$ cat config.mk
export PLATFORM = sky130hd
export DESIGN_NAME = symbol_to_display_byte_encoder
export DESIGN_NICKNAME = d
export VERILOG_FILES = /design/src/design/sde_pkg.sv /design/src/design/sde_ctrl.sv /design/src/design/sde_dp.sv /design/src/design/symbol_to_display_byte_encoder.sv
export SDC_FILE = /design/constraint.sdc
export NUM_CORES = 1
export LEC_CHECK = 0
export BUFFER_PORTS_ARGS = -buffer_cell sky130_fd_sc_hd__buf_2
export CAP_MARGIN = 10
export CELL_PAD_IN_SITES_DETAIL_PLACEMENT = 0
export CELL_PAD_IN_SITES_GLOBAL_PLACEMENT = 1
export CORE_ASPECT_RATIO = 1.2
export CORE_MARGIN = 4
export CORE_UTILIZATION = 25
export CTS_CLUSTER_DIAMETER = 120
export DETAILED_ROUTE_END_ITERATION = 7
export PLACE_DENSITY = 0.52
export SYNTH_ARGS = -nofsm -noshare
export SYNTH_HDL_FRONTEND = slang
export SYNTH_SLANG_ARGS = --single-unit
$ cat constraint.sdc
create_clock -name clk -period 9.3 [get_ports clk]
set_clock_uncertainty 0.15 [all_clocks]
set_input_delay 0.93 -clock clk [delete_from_list [all_inputs] [get_ports clk]]
set_output_delay 0.93 -clock clk [all_outputs]
set_load 0.02 [all_outputs]
$ cat src/design/sde_pkg.sv
// shared types, constants and symbol tables for the symbol display encoder
package sde_pkg;

  localparam int OffsetLimitDefault = 30;

  localparam logic [7:0] BYTE_LEFT   = 8'h08;
  localparam logic [7:0] BYTE_RIGHT  = 8'h09;
  localparam logic [7:0] BYTE_DOWN   = 8'h0a;
  localparam logic [7:0] BYTE_UP     = 8'h0b;
  localparam logic [7:0] BYTE_SP_ON  = 8'h12;
  localparam logic [7:0] BYTE_SP_OFF = 8'h11;
  localparam logic [7:0] BYTE_PAD    = 8'h20;
  localparam logic [7:0] BYTE_HDR0   = 8'h40;
  localparam logic [7:0] BYTE_HDR2   = 8'h05;
  localparam logic [7:0] BYTE_HDR3   = 8'h02;
  localparam logic [7:0] BYTE_HDR4   = 8'h01;
  localparam logic [7:0] BYTE_HDR5   = 8'h00;
  localparam logic [7:0] HDR_BASE    = 8'd5;

  // register indexes
  localparam logic [2:0] REG_SPAN_X   = 3'd0;
  localparam logic [2:0] REG_SPAN_Y   = 3'd1;
  localparam logic [2:0] REG_CLIP_L   = 3'd2;
  localparam logic [2:0] REG_CLIP_R   = 3'd3;
  localparam logic [2:0] REG_CLIP_B   = 3'd4;
  localparam logic [2:0] REG_CLIP_T   = 3'd5;
  localparam logic [2:0] REG_SUPPRESS = 3'd6;

  // categories
  localparam logic [3:0] CAT_WX    = 4'd1;
  localparam logic [3:0] CAT_CLOUD = 4'd2;
  localparam logic [3:0] CAT_ICE   = 4'd3;
  localparam logic [3:0] CAT_TEND  = 4'd4;
  localparam logic [3:0] CAT_PAST  = 4'd5;
  localparam logic [3:0] CAT_SKY   = 4'd6;
  localparam logic [3:0] CAT_SPEC  = 4'd7;
  localparam logic [3:0] CAT_TURB  = 4'd8;
  localparam logic [3:0] CAT_MARK  = 4'd9;
  localparam logic [13:0] CODE_SLASH = 14'd31;

  // controller to datapath
  typedef struct packed {
    logic load;     // capture input item
    logic decide;   // evaluate clip and lookup
    logic emit;     // drive a byte into the output register
  } sde_cmd_t;

  // datapath to controller
  typedef struct packed {
    logic drop;     // point yields no output
    logic done;     // last byte placed
  } sde_stat_t;

  typedef logic [5:0][7:0] sym_t;

  function automatic sym_t wx_entry(input logic [6:0] i);
    sym_t r;
    r = '0;
    case (i)
      7'd4: r[0]=8'h1c; 7'd5: r[0]=8'h1d; 7'd6: r[0]=8'h1e; 7'd7: r[0]=8'h1f;
      7'd8: r[0]=8'h20; 7'd9: r[0]=8'h21; 7'd10: r[0]=8'h22; 7'd11: r[0]=8'h23;
      7'd12: r[0]=8'h24; 7'd13: r[0]=8'h25; 7'd14: r[0]=8'h26; 7'd15: r[0]=8'h27;
      7'd16: r[0]=8'h28; 7'd17: r[0]=8'h29; 7'd18: r[0]=8'h2a; 7'd19: r[0]=8'h2b;
      7'd20: r[1:0]={8'h31,8'h2c}; 7'd21: r[1:0]={8'h31,8'h2d};
      7'd22: r[1:0]={8'h31,8'h2e}; 7'd23: r[1:0]={8'h31,8'h2f};
      7'd24: r[1:0]={8'h31,8'h30};
      7'd25: r={8'h31,8'h0a,8'h2d,8'h08,8'h0b,8'h36};
      7'd26: r={8'h31,8'h0a,8'h2e,8'h08,8'h0b,8'h36};
      7'd27: r={8'h31,8'h0a,8'h4d,8'h08,8'h0b,8'h36};
      7'd28: r[1:0]={8'h31,8'h35}; 7'd29: r[1:0]={8'h31,8'h29};
      7'd30: r[2:0]={8'h39,8'h09,8'h37}; 7'd31: r[0]=8'h37;
      7'd32: r[2:0]={8'h37,8'h08,8'h39};
      7'd33: r[2:0]={8'h39,8'h09,8'h3a}; 7'd34: r[0]=8'h3a;
      7'd35: r[2:0]={8'h3a,8'h08,8'h39};
      7'd36: r[0]=8'h3b; 7'd37: r[0]=8'h3c; 7'd38: r[0]=8'h3d; 7'd39: r[0]=8'h3e;
      7'd40: r[1:0]={8'h53,8'h48}; 7'd41: r[0]=8'h3f;
      7'd42: r[2:0]={8'h39,8'h09,8'h40}; 7'd43: r[2:0]={8'h39,8'h09,8'h35};
      7'd44: r[0]=8'h40; 7'd45: r[0]=8'h35;
      7'd46: r[2:0]={8'h40,8'h08,8'h39}; 7'd47: r[2:0]={8'h35,8'h08,8'h39};
      7'd48: r[0]=8'h41; 7'd49: r[0]=8'h42;
      7'd50: r[0]=8'h2c; 7'd51: r[1:0]={8'h2c,8'h2c}; 7'd52: r[0]=8'h43;
      7'd53: r={8'h2c,8'h0a,8'h2c,8'h0b,8'h2c,8'h08};
      7'd54: r[3:0]={8'h2c,8'h08,8'h0b,8'h43};
      7'd55: r[3:0]={8'h2c,8'h43,8'h2c,8'h08};
      7'd56: r[0]=8'h44; 7'd57: r[0]=8'h45; 7'd58: r[0]=8'h49;
      7'd59: r[3:0]={8'h2c,8'h08,8'h0b,8'h49};
      7'd60: r[0]=8'h2d; 7'd61: r[1:0]={8'h2d,8'h2d}; 7'd62: r[0]=8'h4f;
      7'd63: r={8'h2d,8'h0a,8'h2d,8'h0b,8'h2d,8'h08};
      7'd64: r[3:0]={8'h2d,8'h08,8'h0b,8'h4f};
      7'd65: r[3:0]={8'h2d,8'h4f,8'h2d,8'h08};
      7'd66: r[0]=8'h46; 7'd67: r[0]=8'h47; 7'd68: r[0]=8'h2f;
      7'd69: r[3:0]={8'h2e,8'h08,8'h0b,8'h2f};
      7'd70: r[0]=8'h2e; 7'd71: r[1:0]={8'h2e,8'h2e}; 7'd72: r[0]=8'h59;
      7'd73: r={8'h2e,8'h0a,8'h2e,8'h0b,8'h2e,8'h08};
      7'd74: r[3:0]={8'h2e,8'h08,8'h0b,8'h59};
      7'd75: r[3:0]={8'h2e,8'h59,8'h2e,8'h08};
      7'd76: r[0]=8'h4a; 7'd77: r[0]=8'h4b; 7'd78: r[0]=8'h4c; 7'd79: r[0]=8'h4d;
      7'd80: r[3:0]={8'h2d,8'h08,8'h0b,8'h36};
      7'd81: r[3:0]={8'h2d,8'h08,8'h0b,8'h4e};
      7'd82: r[3:0]={8'h4f,8'h08,8'h0b,8'h36};
      7'd83: r[3:0]={8'h2f,8'h08,8'h0b,8'h36};
      7'd84: r[3:0]={8'h2f,8'h08,8'h0b,8'h4e};
      7'd85: r[3:0]={8'h2e,8'h08,8'h0b,8'h36};
      7'd86: r[3:0]={8'h2e,8'h08,8'h0b,8'h4e};
      7'd87: r[3:0]={8'h4d,8'h08,8'h0b,8'h36};
      7'd88: r[3:0]={8'h4d,8'h08,8'h0b,8'h4e};
      7'd89: r[3:0]={8'h4d,8'h08,8'h0b,8'h36};
      7'd90: r[3:0]={8'h4d,8'h08,8'h0b,8'h4e};
      7'd91: r[1:0]={8'h51,8'h29}; 7'd92: r[1:0]={8'h52,8'h29};
      7'd93: r[1:0]={8'h55,8'h29}; 7'd94: r[1:0]={8'h57,8'h29};
      7'd95: r[3:0]={8'h2d,8'h08,8'h0b,8'h29};
      7'd96: r[3:0]={8'h4d,8'h08,8'h0b,8'h29};
      7'd97: r[3:0]={8'h2d,8'h08,8'h0b,8'h58};
      7'd98: r[3:0]={8'h37,8'h08,8'h0b,8'h29};
      7'd99: r[3:0]={8'h4d,8'h08,8'h0b,8'h58};
      7'd103: r[1:0]={8'h54,8'h29}; 7'd104: r[1:0]={8'h56,8'h29};
      7'd105: r[3:0]={8'h2e,8'h08,8'h0b,8'h29};
      7'd107: r[3:0]={8'h2e,8'h08,8'h0b,8'h58};
      default: r = '0;
    endcase
    return r;
  endfunction

  // single byte tables, selected by category; returns table byte, sets in_range
  function automatic logic [8:0] one_entry(input logic [3:0] cat, input logic [13:0] ic,
                                           input logic [4:0] tend);
    logic [7:0] b;
    logic       ok;
    b = 8'h00;
    ok = 1'b0;
    case (cat)
      CAT_CLOUD: begin
        ok = ic < 14'd30;
        case (ic[4:0])
          5'd1: b=8'h66; 5'd2: b=8'h67; 5'd3: b=8'h68; 5'd4: b=8'h69; 5'd5: b=8'h6a;
          5'd6: b=8'h6b; 5'd7: b=8'h6c; 5'd8: b=8'h6d; 5'd9: b=8'h6e;
          5'd11: b=8'h5d; 5'd12: b=8'h5e; 5'd13: b=8'h5f; 5'd14: b=8'h60;
          5'd15: b=8'h61; 5'd16: b=8'h62; 5'd17: b=8'h63; 5'd18: b=8'h64;
          5'd19: b=8'h65; 5'd21: b=8'h6f; 5'd22: b=8'h70; 5'd23: b=8'h71;
          5'd24: b=8'h72; 5'd25: b=8'h73; 5'd26: b=8'h74; 5'd27: b=8'h75;
          5'd28: b=8'h76; 5'd29: b=8'h77;
          default: b = 8'h00;
        endcase
      end
      CAT_ICE: begin
        ok = ic < 14'd11;
        case (ic[3:0])
          4'd3: b=8'h7d; 4'd5: b=8'h7e; 4'd8: b=8'h7f;
          default: b = 8'h00;
        endcase
      end
      CAT_TEND: begin
        ok = tend < 5'd9;
        case (tend)
          5'd0: b=8'h16; 5'd1: b=8'h17; 5'd3: b=8'h1a; 5'd5: b=8'h18;
          5'd6: b=8'h19; 5'd8: b=8'h1b;
          default: b = 8'h00;
        endcase
      end
      CAT_PAST: begin
        ok = ic < 14'd10;
        case (ic[3:0])
          4'd3: b=8'h37; 4'd4: b=8'h35; 4'd5: b=8'h2c; 4'd6: b=8'h2d;
          4'd7: b=8'h2e; 4'd8: b=8'h36; 4'd9: b=8'h29;
          default: b = 8'h00;
        endcase
      end
      CAT_SKY: begin
        ok = ic < 14'd11;
        case (ic[3:0])
          4'd0: b=8'h0e; 4'd1: b=8'h0f; 4'd2: b=8'h10; 4'd3: b=8'h13;
          4'd4: b=8'h14; 4'd5: b=8'h15; 4'd6: b=8'h01; 4'd7: b=8'h02;
          4'd8: b=8'h03; 4'd9: b=8'h04; 4'd10: b=8'h05;
          default: b = 8'h00;
        endcase
      end
      CAT_SPEC: begin
        ok = ic < 14'd41;
        case (ic[5:0])
          6'd0: b=8'h06; 6'd4: b=8'h34; 6'd5: b=8'h50; 6'd8: b=8'h07;
          6'd9: b=8'h07; 6'd10: b=8'h5a; 6'd11: b=8'h5b; 6'd12: b=8'h5a;
          6'd13: b=8'h5b; 6'd14: b=8'h31; 6'd15: b=8'h33; 6'd16: b=8'h32;
          6'd17: b=8'h39; 6'd18: b=8'h38; 6'd19: b=8'h51; 6'd20: b=8'h52;
          6'd21: b=8'h54; 6'd22: b=8'h56; 6'd23: b=8'h55; 6'd24: b=8'h57;
          6'd25: b=8'h78; 6'd26: b=8'h79; 6'd27: b=8'h78; 6'd28: b=8'h79;
          6'd29: b=8'h5c; 6'd30: b=8'h30; 6'd31: b=8'h2f;
          default: b = 8'h00;
        endcase
      end
      CAT_TURB: begin
        ok = ic < 14'd9;
        case (ic[3:0])
          4'd2: b=8'h7a; 4'd4: b=8'h7b; 4'd6: b=8'h7c;
          default: b = 8'h00;
        endcase
      end
      CAT_MARK: begin
        ok = ic < 14'd22;
        case (ic[4:0])
          5'd2: b=8'h0e; 5'd3: b=8'h34; 5'd4: b=8'h06; 5'd17: b=8'h03;
          5'd21: b=8'h07;
          default: b = 8'h00;
        endcase
      end
      default: begin
        b = 8'h00;
        ok = 1'b0;
      end
    endcase
    return {ok, b};
  endfunction

endpackage

$ cat src/design/sde_ctrl.sv
// controller: sequences load, decision and byte emission for each point
module sde_ctrl
  import sde_pkg::*;
(
  input  logic      clk,
  input  logic      rst,
  input  logic      in_valid,
  output logic      in_stall,
  input  logic      out_slot,
  input  sde_stat_t stat,
  output sde_cmd_t  cmd
);

  typedef enum logic [2:0] {
    S_IDLE = 3'b001,
    S_DEC  = 3'b010,
    S_EMIT = 3'b100
  } state_t;

  state_t state, state_next;

  // next state
  always_comb begin
    state_next = state;
    unique case (state)
      S_IDLE: if (in_valid) state_next = S_DEC;
      S_DEC:  state_next = stat.drop ? S_IDLE : S_EMIT;
      S_EMIT: if (out_slot && stat.done) state_next = S_IDLE;
      default: state_next = S_IDLE;
    endcase
  end

  always_ff @(posedge clk) begin
    if (rst) state <= S_IDLE;
    else state <= state_next;
  end

  assign in_stall   = (state != S_IDLE);
  assign cmd.load   = (state == S_IDLE) && in_valid;
  assign cmd.decide = (state == S_DEC);
  assign cmd.emit   = (state == S_EMIT) && out_slot;

  a_onehot: assert property (@(posedge clk) disable iff (rst) $onehot(state))
    else $error("controller state not one-hot");
  a_load_idle: assert property (@(posedge clk) disable iff (rst)
    cmd.load |=> state == S_DEC)
    else $error("load did not move to decision");
  a_no_emit_idle: assert property (@(posedge clk) disable iff (rst)
    state == S_IDLE |-> !cmd.emit)
    else $error("emit while idle");

endmodule

$ cat src/design/sde_dp.sv
// datapath: clip test, string builder and header/string byte serializer
module sde_dp
  import sde_pkg::*;
#(
  parameter int OFFSET_LIMIT = OffsetLimitDefault
)(
  input  logic               clk,
  input  logic               rst,
  input  sde_cmd_t           cmd,
  output sde_stat_t          stat,
  input  logic               cfg_wr,
  input  logic [2:0]         cfg_idx,
  input  logic [15:0]        cfg_data,
  input  logic               first_of_call,
  input  logic [3:0]         category,
  input  logic [13:0]        symbol_code,
  input  logic signed [15:0] x_coord,
  input  logic signed [15:0] y_coord,
  input  logic signed [5:0]  x_offset,
  input  logic signed [5:0]  y_offset,
  output logic               out_valid,
  input  logic               out_stall,
  output logic [7:0]         out_byte,
  output logic               last_byte,
  output logic               out_slot
);

  localparam logic [5:0] Lim = 6'(OFFSET_LIMIT);

  // configuration registers
  logic signed [1:0]  span_x, span_y;
  logic signed [15:0] clip_l, clip_r, clip_b, clip_t;
  logic               suppress;

  always_ff @(posedge clk) begin
    if (rst) begin
      span_x <= 2'sd1; span_y <= 2'sd1;
      clip_l <= 16'sd0; clip_r <= 16'sd32767;
      clip_b <= 16'sd0; clip_t <= 16'sd32767;
      suppress <= 1'b0;
    end else if (cfg_wr) begin
      unique case (cfg_idx)
        REG_SPAN_X:   span_x <= cfg_data[1:0];
        REG_SPAN_Y:   span_y <= cfg_data[1:0];
        REG_CLIP_L:   clip_l <= cfg_data;
        REG_CLIP_R:   clip_r <= cfg_data;
        REG_CLIP_B:   clip_b <= cfg_data;
        REG_CLIP_T:   clip_t <= cfg_data;
        REG_SUPPRESS: suppress <= cfg_data[0];
        default: ;
      endcase
    end
  end

  // captured item
  logic        first_r;
  logic [3:0]  cat_r;
  logic [13:0] code_r;
  logic signed [15:0] x_r, y_r;
  logic signed [5:0]  xo_r, yo_r;
  logic [4:0]  tend_r;

  always_ff @(posedge clk) begin
    if (cmd.load) begin
      first_r <= first_of_call; cat_r <= category; code_r <= symbol_code;
      x_r <= x_coord; y_r <= y_coord; xo_r <= x_offset; yo_r <= y_offset;
      // code / 1000 by reciprocal: 14 bit code, result fits in 5 bits
      tend_r <= 5'(((32'(symbol_code) * 32'd8389) >> 23));
    end
  end

  // clip: span sign times difference, compare sign of difference
  function automatic logic outs(input logic signed [1:0] sp, input logic signed [15:0] p,
                                input logic signed [15:0] bd, input logic neg);
    logic signed [16:0] d;
    logic gt, lt;
    d = 17'(p) - 17'(bd);
    gt = (d > 0);
    lt = (d < 0);
    if (sp == 2'sd0) return 1'b0;
    if (sp[1]) return neg ? gt : lt;
    return neg ? lt : gt;
  endfunction

  logic clipped;
  assign clipped = outs(span_x, x_r, clip_l, 1'b1) | outs(span_x, x_r, clip_r, 1'b0) |
                   outs(span_y, y_r, clip_b, 1'b1) | outs(span_y, y_r, clip_t, 1'b0);

  // cursor step counts and direction
  function automatic logic [5:0] steps(input logic signed [5:0] off,
                                       input logic signed [1:0] sp);
    logic [5:0] a;
    a = off[5] ? 6'(-off) : off;
    if (a > Lim) a = Lim;
    if (sp == 2'sd0) return 6'd0;
    return 6'((7'(a) + 7'd1) >> 1);
  endfunction

  logic [5:0] nx, ny;
  logic       negx, negy;
  assign nx = steps(xo_r, span_x);
  assign ny = steps(yo_r, span_y);
  assign negx = (span_x != 2'sd0) && (xo_r != 6'sd0) && (xo_r[5] ^ span_x[1]);
  assign negy = (span_y != 2'sd0) && (yo_r != 6'sd0) && (yo_r[5] ^ span_y[1]);

  // symbol lookup
  sym_t       wx;
  logic [8:0] one;
  logic       slash, is_wx, wx_ok, blank;
  logic [2:0] nsym;
  assign wx    = wx_entry(code_r[6:0]);
  assign one   = one_entry(cat_r, code_r, tend_r);
  assign slash = (cat_r == CAT_SPEC) && (code_r == CODE_SLASH);
  assign is_wx = (cat_r == CAT_WX);
  assign wx_ok = is_wx && (code_r < 14'd110);

  always_comb begin
    nsym = 3'd0;
    if (wx_ok) begin
      for (int i = 0; i < 6; i++) if (wx[i] != 8'h00 && nsym == 3'(i)) nsym = 3'(i + 1);
    end else if (one[8]) begin
      nsym = 3'd1;
    end
  end
  assign blank = wx_ok ? (wx[0] == 8'h00) : (one[8] && one[7:0] == 8'h00);

  // stop flag and string layout registers
  logic       stopped, stopped_next, drop;
  logic [5:0] nx_r, ny_r;
  logic       negx_r, negy_r, slash_r;
  logic [2:0] nsym_r;
  sym_t       sym_r;
  logic [5:0] slen;
  logic [5:0] slen_r;

  assign slen = 6'(7'(nx) + 7'(ny) + 7'(nsym) + (slash ? 7'd0 : 7'd2));

  always_comb begin
    stopped_next = stopped;
    drop = 1'b0;
    if (cmd.decide) begin
      if (first_r) stopped_next = 1'b0;
      if (suppress || stopped_next) drop = 1'b1;
      else if (clipped || blank) begin
        drop = 1'b1;
        stopped_next = 1'b1;
      end
    end
  end

  always_ff @(posedge clk) begin
    if (rst) stopped <= 1'b0;
    else stopped <= stopped_next;
  end

  always_ff @(posedge clk) begin
    if (cmd.decide) begin
      nx_r <= nx; ny_r <= ny; negx_r <= negx; negy_r <= negy;
      slash_r <= slash; nsym_r <= nsym;
      slen_r <= slen + 6'(slen[0]);
      sym_r <= wx_ok ? wx : {40'h0, one[7:0]};
    end
  end

  // serializer position: byte index over header and string
  logic [5:0] pos;
  logic [5:0] total;
  logic [5:0] si;
  logic [7:0] b;
  assign total = 6'(7'(slen_r) + 7'd10);
  assign si = pos - 6'd10;

  always_comb begin
    logic [5:0] k;
    k = si;
    b = BYTE_PAD;
    case (pos)
      6'd0: b = BYTE_HDR0;
      6'd1: b = HDR_BASE + 8'(slen_r >> 1);
      6'd2: b = BYTE_HDR2;
      6'd3: b = BYTE_HDR3;
      6'd4: b = BYTE_HDR4;
      6'd5: b = BYTE_HDR5;
      6'd6: b = x_r[15:8];
      6'd7: b = x_r[7:0];
      6'd8: b = y_r[15:8];
      6'd9: b = y_r[7:0];
      default: begin
        if (k < nx_r) b = negx_r ? BYTE_LEFT : BYTE_RIGHT;
        else begin
          k = k - nx_r;
          if (k < ny_r) b = negy_r ? BYTE_DOWN : BYTE_UP;
          else begin
            k = k - ny_r;
            if (!slash_r && k == 6'd0) b = BYTE_SP_ON;
            else begin
              if (!slash_r) k = k - 6'd1;
              if (k < 6'(nsym_r)) b = sym_r[k[2:0]];
              else if (!slash_r && k == 6'(nsym_r)) b = BYTE_SP_OFF;
              else b = BYTE_PAD;
            end
          end
        end
      end
    endcase
  end

  logic is_last;
  assign is_last = (pos == total - 6'd1);

  // output register
  assign out_slot = !out_valid || !out_stall;

  always_ff @(posedge clk) begin
    if (rst) begin
      out_valid <= 1'b0;
      pos <= 6'd0;
    end else begin
      if (!out_stall) out_valid <= 1'b0;
      if (cmd.decide) pos <= 6'd0;
      if (cmd.emit) begin
        out_valid <= 1'b1;
        pos <= pos + 6'd1;
      end
    end
  end

  always_ff @(posedge clk) begin
    if (cmd.emit) begin
      out_byte <= b;
      last_byte <= is_last;
    end
  end

  assign stat.drop = drop;
  assign stat.done = is_last;

  a_drop_stops: assert property (@(posedge clk) disable iff (rst)
    cmd.decide && drop && !suppress && !stopped_next |-> 1'b0 || clipped || blank || stopped)
    else $error("drop without cause");
  a_emit_valid: assert property (@(posedge clk) disable iff (rst)
    cmd.emit |=> out_valid)
    else $error("emitted byte not presented");
  a_pos_bound: assert property (@(posedge clk) disable iff (rst)
    cmd.emit |-> pos < total)
    else $error("serializer ran past end of string");

endmodule

$ cat src/design/symbol_to_display_byte_encoder.sv
// top level of the symbol display encoder
// a point is captured on input transfer, decided in the decision state, then serialized
// new points stall until the current one is emitted or dropped; bytes go out at one byte per
//   cycle when out_stall is low, through the single output byte register
// reset: synchronous; registers go to their reset values, stop flag clears
module symbol_to_display_byte_encoder
  import sde_pkg::*;
#(
  parameter int OFFSET_LIMIT = OffsetLimitDefault
)(
  input  logic               clk,
  input  logic               rst,
  input  logic               cfg_we,
  input  logic [2:0]         cfg_index,
  input  logic [15:0]        cfg_data,
  input  logic               in_valid,
  output logic               in_stall,
  input  logic               first_of_call,
  input  logic [3:0]         category,
  input  logic [13:0]        symbol_code,
  input  logic signed [15:0] x_coord,
  input  logic signed [15:0] y_coord,
  input  logic signed [5:0]  x_offset,
  input  logic signed [5:0]  y_offset,
  output logic               out_valid,
  input  logic               out_stall,
  output logic [7:0]         out_byte,
  output logic               last_byte
);

  sde_cmd_t  cmd;
  sde_stat_t stat;
  logic      out_slot;

  sde_ctrl u_ctrl (
    .clk, .rst, .in_valid, .in_stall, .out_slot, .stat, .cmd
  );

  sde_dp #(.OFFSET_LIMIT(OFFSET_LIMIT)) u_dp (
    .clk, .rst, .cmd, .stat,
    .cfg_wr(cfg_we), .cfg_idx(cfg_index), .cfg_data,
    .first_of_call, .category, .symbol_code, .x_coord, .y_coord,
    .x_offset, .y_offset,
    .out_valid, .out_stall, .out_byte, .last_byte, .out_slot
  );

endmodule

Yosys cells after proc, flatten, opt, wreduce, memory -nomap -nowiden. Memories as Yosys holds them, arrays and structs flattened. A register that Yosys moved wholly into a read port is not among the register bits. Index checks and enable logic that the tools add are counted. W data, S select, Z words.

Muxes and demuxes: 90. Bitwise logic cells: 5. Shift-type cells: 0. Magnitude comparators: 22. Divide/modulo/power cells: 0. Multiply operators: 1. Reduce and logical (&&, ||, !) cells: 83. Add/sub/neg operators: 20. Equal/unequal tests: 157.

Operator list (count): $pmux W7 S50 (1); $eq A7 B7 Y1 const B (40); $eq A7 B6 Y1 const B (32); $eq A7 B5 Y1 const B (16); $pmux W7 S14 (1); $mux W6 (16); $pmux W8 S10 (1); $pmux W7 S10 (1); $gt A17 B1 Y1 const B (4); $lt A17 B1 Y1 const B (4); $sub A16 B16 Y17 (4); $pmux W8 S8 (1); $eq A7 B4 Y1 const B (8); $mux W8 (7); $pmux W14 S4 (1); $pmux W7 S7 (1); $reduce_bool A8 Y1 (6); $lt A14 B4 Y1 const B (3); $mux W3 (14); $pmux W6 S7 (1); $pmux W7 S3 (2); $mux W1 (34); $reduce_or A3 Y1 (11); $eq A4 B3 Y1 const B (8); other kinds (73) (161).

Input bits: 87. Logic and storage cells: 415. Output and inout bits: 11. RAM bits: 0. Bits in latches: 0. Bits in read-only memories: 528. Memories kept: 3. Bits in registers: 224.

Memories: (name not given) (depth 32, width 7, read ports 1, clocked after Yosys merged registers in 1, write ports 0, line sde_pkg.sv:134) `case (ic[4:0])`; (name not given) (depth 32, width 7, read ports 1, clocked after Yosys merged registers in 1, write ports 0, line sde_pkg.sv:179) `case (ic[5:0])`; (name not given) (depth 16, width 5, read ports 1, clocked after Yosys merged registers in 1, write ports 0, line sde_pkg.sv:170) `case (ic[3:0])`.

Longest topological paths before layout.
Word-level depth: 29. Mapped depth: 24. Depth with buffers taken out: 23.

By module. A second synthesis with hierarchy kept.

Cell total of the unflattened synthesis: 2307. Area total of the unflattened synthesis: 19401.1 sq um.

Modules (own cells, without submodules): sde_dp (seq. area each 5915.7 sq um, area each 19249.7 sq um, cells each 2290, times used 1); sde_ctrl (seq. area each 60.1 sq um, area each 151.4 sq um, cells each 17, times used 1).

Worst setup path before layout. Ideal clock, no wire load.

Path kind: input port to flip-flop. From: input symbol_code[9]. To: register u_dp.tend_r[3], data pin. Setup time: 0.262 ns. Slack: 4.297 ns. Data arrival time: 4.591 ns. Required time: 8.888 ns. Buffers on the path: 0. Cell stages on the path: 18. Cells stage by stage: ha_1 ha_1 ha_1 inv_1 fa_1 inv_1 fa_1 ha_1 ha_1 a21o_1 a21o_1 a21o_1 a21o_1 a21oi_1 a31oi_1 o21ai_0 a21oi_1 xor2_1.

Longest elaborated chain between the ends: 1.

RTL lines: start: declaration (line symbol_to_display_byte_encoder.sv:20) `input logic [13:0] symbol_code,`; $mul A14 B14 Y28 (line sde_dp.sv:68) `tend_r <= 5'(((32'(symbol_code) * 32'd8389) >> 23));`; end signal: assignment (line sde_dp.sv:68); end: declaration (line sde_dp.sv:61) `logic [4:0] tend_r;`.

No other way between the ends. A chain may end at the register's enable or synchronous reset.

Worst setup path after layout.
From: register u_dp.code_r[0]. To: register u_dp.slen_r[5], data pin.

Longest elaborated chain between the ends: 29. Elaborated cells between the ends (all ways): 180. Those cells by class: add/sub: 3; order compare: 7; eq/ne: 106; mux: 20; reduce/logical: 44.

RTL lines: start: declaration (line sde_dp.sv:58) `logic [13:0] code_r;`; start signal: assignment (line sde_dp.sv:65) `first_r <= first_of_call; cat_r <= category; code_r <= symbol_code;`; $eq A7 B5 Y1, or another cell as far along (line sde_pkg.sv:59) `case (i)`; $reduce_or A12 Y1 (no line), or another cell as far along; $pmux W7 S50 (line sde_pkg.sv:59); $reduce_bool A8 Y1 (line sde_dp.sv:120) `for (int i = 0; i < 6; i++) if (wx[i] != 8'h00 && nsym == 3'(i)) nsym = 3'(i + 1);`; $mux W1 (line sde_dp.sv:120); $mux W3 (line sde_dp.sv:119) `if (wx_ok) begin`; $eq A3 B1 Y1 (line sde_dp.sv:120); $logic_and A1 B1 Y1 (line sde_dp.sv:120); [14 not listed]; $eq A3 B3 Y1 (line sde_dp.sv:120); $logic_and A1 B1 Y1 (line sde_dp.sv:120); $mux W3 (line sde_dp.sv:120); $mux W3 (*) (line sde_dp.sv:119); net u_dp.nsym[1] (line sde_dp.sv:110) `logic [2:0] nsym;`; $add A6 B3 Y6 (*) (line sde_dp.sv:136) `assign slen = 6'(7'(nx) + 7'(ny) + 7'(nsym) + (slash ? 7'd0 : 7'd2));`; $add A6 B6 Y6 (*) (line sde_dp.sv:136); $add A6 B1 Y6 (*) (line sde_dp.sv:160) `slen_r <= slen + 6'(slen[0]);`; end signal: assignment (line sde_dp.sv:160); end: declaration (line sde_dp.sv:134) `logic [5:0] slen_r;`.

The timed path passes the listed nets; every way through them passes the cells marked *. The select of a mux whose other input is x is not followed.

==> impl_metrics.toml <==
[run_status]
status = "finished, final reports clean"

[clocking]
clk_path_buf_depth = 3
cts_tree = "done"
cts_resized = 0
htreeDepth = 1
clock_latency_ns = 0.58
cts-root-buf = "clkbuf_16"
cts_hold_buffers = 0
cts_setup_buffers = 0
clkSinkCount = 232
numCtsBuffers = 29
path_clk_slew_ns = 0.06

[setup_path]
critPathRequiredTime_ns = 9.47
crit_fanout = 41
worstSetupEndpointType = "flip-flop"
crit_arrival_ns = 5.89
worstReg2RegStart = "u_dp.code_r[0]"
reg2reg_to = "u_dp.slen_r[5]"
r2r_slack_ns = 3.57
crit_slowest_cell = "edfxtp_1"
crit_type = "flip-flop to flip-flop"
critPathLaunchType = "flip-flop"
path_cells = "buf_4 > a21bo_2 > o22ai_1 > a32oi_1 > o311ai_1 > nor3_1 > nand4_1 > nor2b_1 > nand3_1 > a21oi_1 > fa_1 > inv_1 > fa_1 > inv_1 > a21o_1 > a21oi_1 > xor2_1 > nor2_1 > nand2_1 > xnor2_1 > xnor2_1"
slowest_delay_ns = 0.81
startpoint = "u_dp.code_r[0]"
endpoint = "u_dp.slen_r[5]"
r2r_cells = 21

[detailed_routing]
viasPerCell = 5.17
vias = 17700
wirelength_mm = 71.5
final_antenna_net_count = 0
firstDrtPassIters = 6
first_iter_violations = 971
post_drt_wl_per_cell_microns = 20.9
remaining_drc_errors = 0

[sta]
fin_crit_sh_pct = 61.6
rsz0062_at_grt = "false"
fin_crit_ns = 5.73
finalSetupTns_ns = 0
hold_viol = 0
setup_violations = 0
worst_slew_pin_slew_ns = 0.927
maxSlewHeadroom_pct = 38.2
max_freq_mhz = 175
slew_violations = 0

[grt]
antenna_found_initial = 0
grt_pass1_wl_mm = 109
grt_overflow = 0
grt_pass1_vias = 17800
grt_start_max_net_pins = 81
grt_use_total_pct = 16.6

[synthesis]
ys_warn_count = 0
synth_area_leaders = "edfxtp_1, ha_1, dfxtp_1"
syn_inst = 2326
synth_top_cell_area_share_pct = 20.4
ys_seq_area_share_pct = 30.6
synth_cell_types = 93
async_flop_share_pct = 0
ys_ff_latch = 232
synth_enable_flop_cells = 133
synth_flop_cell = "edfxtp_1"
syn_avg_cell_area_sq_um = 8.41
netlist.top_cell.by_area = "edfxtp_1"
syn-cell-area_sq_mm = 0.0196

[floorplanning]
num_rows = 112
die_x_microns = 263
start_util_pct = 25.2
core_sq_mm = 0.0776
dieArea_sq_mm = 0.0828
die_h_microns = 314
ios = 98

[placed_design]
place_hpwl_mm = 56.5
io_buffers = 97
routabilityCongestion = 0.888
placed_area_sq_mm = 0.0211

[power_and_ir_drop]
total_power_w = 0.00339
power_density_mw_per_mm2 = 154
p_sw_share_pct = 33.0
combPwrFrac_pct = 29.1
switchingPower_w = 0.00112
power.static_leakage_nw = 9.04
p_seq_share_pct = 35.6
ir_drop_mv = 0.130
intPower_w = 0.00227
clkPwrFrac_pct = 35.4

[cells_and_area]
fin_area_sq_mm = 0.0221
fillCellCount = 8465
num_antenna_cells = 0
syn_to_final_growth_pct = 12.8
drive_above_1_share_pct = 8.68
finalNetCount = 2697

[worst_hold_path]
hp-start = "u_dp.clip_b[3]"
holdPathStages = 2
hold_class = "flip-flop to flip-flop"

[flow_run]
maxCapViolCount = 0
[registers in the layout, indices dropped and copies added, names as in the netlist, 6 cells and up, named ones only]
register and count:
u_dp.clip_b 16, u_dp.clip_l 16, u_dp.clip_r 16, u_dp.clip_t 16, u_dp.code_r 14, u_dp.nx_r 6, u_dp.ny_r 6, u_dp.out_byte 8
u_dp.pos 6, u_dp.sym_r 33, u_dp.x_r 16, u_dp.xo_r 6, u_dp.y_r 16, u_dp.yo_r 6
[worst min path at each step]
stage / end / slack [ns]
floorplan: u_dp.clip_b[10] / 0.29
global placement: u_dp.clip_l[11] / 0.30
detailed placement: u_dp.clip_b[3] / 0.30
CTS: u_dp.clip_l[11] / 0.31
global route: u_dp.clip_b[7] / 0.33
finish: u_dp.clip_b[3] / 0.31
[cell usage in the layout, fill, tap and decap left out, types with 14 or more instances in the layout]
cell type and instances:
nand2_1 257, inv_1 226, ha_1 204, a21oi_1 180, nor2_1 167, edfxtp_1 133
o21ai_0 112, dfxtp_1 99, buf_2 97, nand3_1 58, nor2b_1 47, nor3_1 39
nand2b_1 38, xnor2_1 32, a21o_1 31, fa_1 31, o22ai_1 30, nand4_1 29
clkbuf_16 29, nand3b_1 25, a211o_1 25, buf_4 25, xor2_1 24, a211oi_1 23
mux2i_1 23, a22oi_1 22, a31oi_1 22, and3_1 19, a221oi_1 18, nor3b_1 16
o31ai_1 15, o211ai_1 15, o21a_1 14
[power groups by stage]
stage                     Combinational [W]  Sequential, W  Clock, W
final                              0.000985        0.00121   0.00120
after global routing                0.00111        0.00121   0.00127
after CTS                          0.000992        0.00121   0.00124
after detailed placement           0.000985        0.00123         0
after global placement             0.000982        0.00123         0
after floorplan                    0.000706        0.00119         0
[worst max-delay path, delay by kind of cell (launching register included)]
kind / cells / cell delay (ns)
flip-flops: 1 / 0.81
AO/OA/AOI/OAI: 7 / 1.08
adder cells (fa/ha/maj): 2 / 1.01
buffers and inverters: 3 / 0.65
AND/OR/NAND/NOR: 6 / 1.31
XOR/XNOR: 3 / 0.43
[synth_stat cells (all sizes together) (9+ instances only)]
library cell,n
a211o,25
a211oi,23
a21boi,10
a21o,31
a21oi,180
a221oi,18
a22oi,22
a31oi,22
a32oi,10
and2,12
and3,19
buf,37
clkbuf,72
dfxtp,99
edfxtp,133
fa,31
ha,204
inv,230
mux2i,23
nand2,257
nand2b,39
nand3,58
nand3b,25
nand4,29
nor2,169
nor2b,47
nor3,39
nor3b,17
nor4,14
o211ai,16
o21a,14
o21ai,117
o21bai,12
o22ai,30
o31ai,15
or2,9
or3,12
or4,10
xnor2,32
xor2,24
[logic make-up (layout without fill, tap and decap cells)]
| logic type | Yosys count | in the layout | share of synthesized area (%) |
|---|---|---|---|
| flops | 232 | 232 | 30.6 |
| other cells | 1 | 6 | 0.0192 |
| mux | 31 | 31 | 1.93 |
| fa+ha+maj | 235 | 235 | 16.2 |
| xor+xnor | 57 | 57 | 2.62 |
| simple gates | 792 | 792 | 20.2 |
| compound gates | 636 | 636 | 21.5 |
| buf+inv | 342 | 408 | 6.94 |
[layer usage]
layer	track usage [%]	wire length, microns	vias up
met4	6.11	2940	0
li1	-	-	8535
met2	31.9	37300	444
met1	19.0	28600	8579
met5	0	0	-
met3	1.74	2590	145
[final cells by class]
type                            count  area, sq um  share of cell area, %
Clock buffer                       35          748                   3.39
Multi-Input combinational cell   1757        12300                   55.6
Tap cell                         1026         1280                   5.82
Inverter                          233          875                   3.96
Sequential cell                   232         5980                   27.1
Timing Repair Buffer              122          673                   3.05
Clock inverter                     18          249                   1.13
[stage by stage]
stage                     cells  setup slack (ns)  hold slack [ns]  utilization, %
final                      3423              3.57            0.310            28.4
after CTS                  3423              3.67            0.311            28.4
after detailed placement   3370              3.70            0.301            27.1
after floorplan            2331              4.30            0.286               -
after global routing       3423              3.23            0.331            28.4
after global placement     3370              3.19            0.299            27.1
Note: power is estimated with default switching activity, not from simulation.
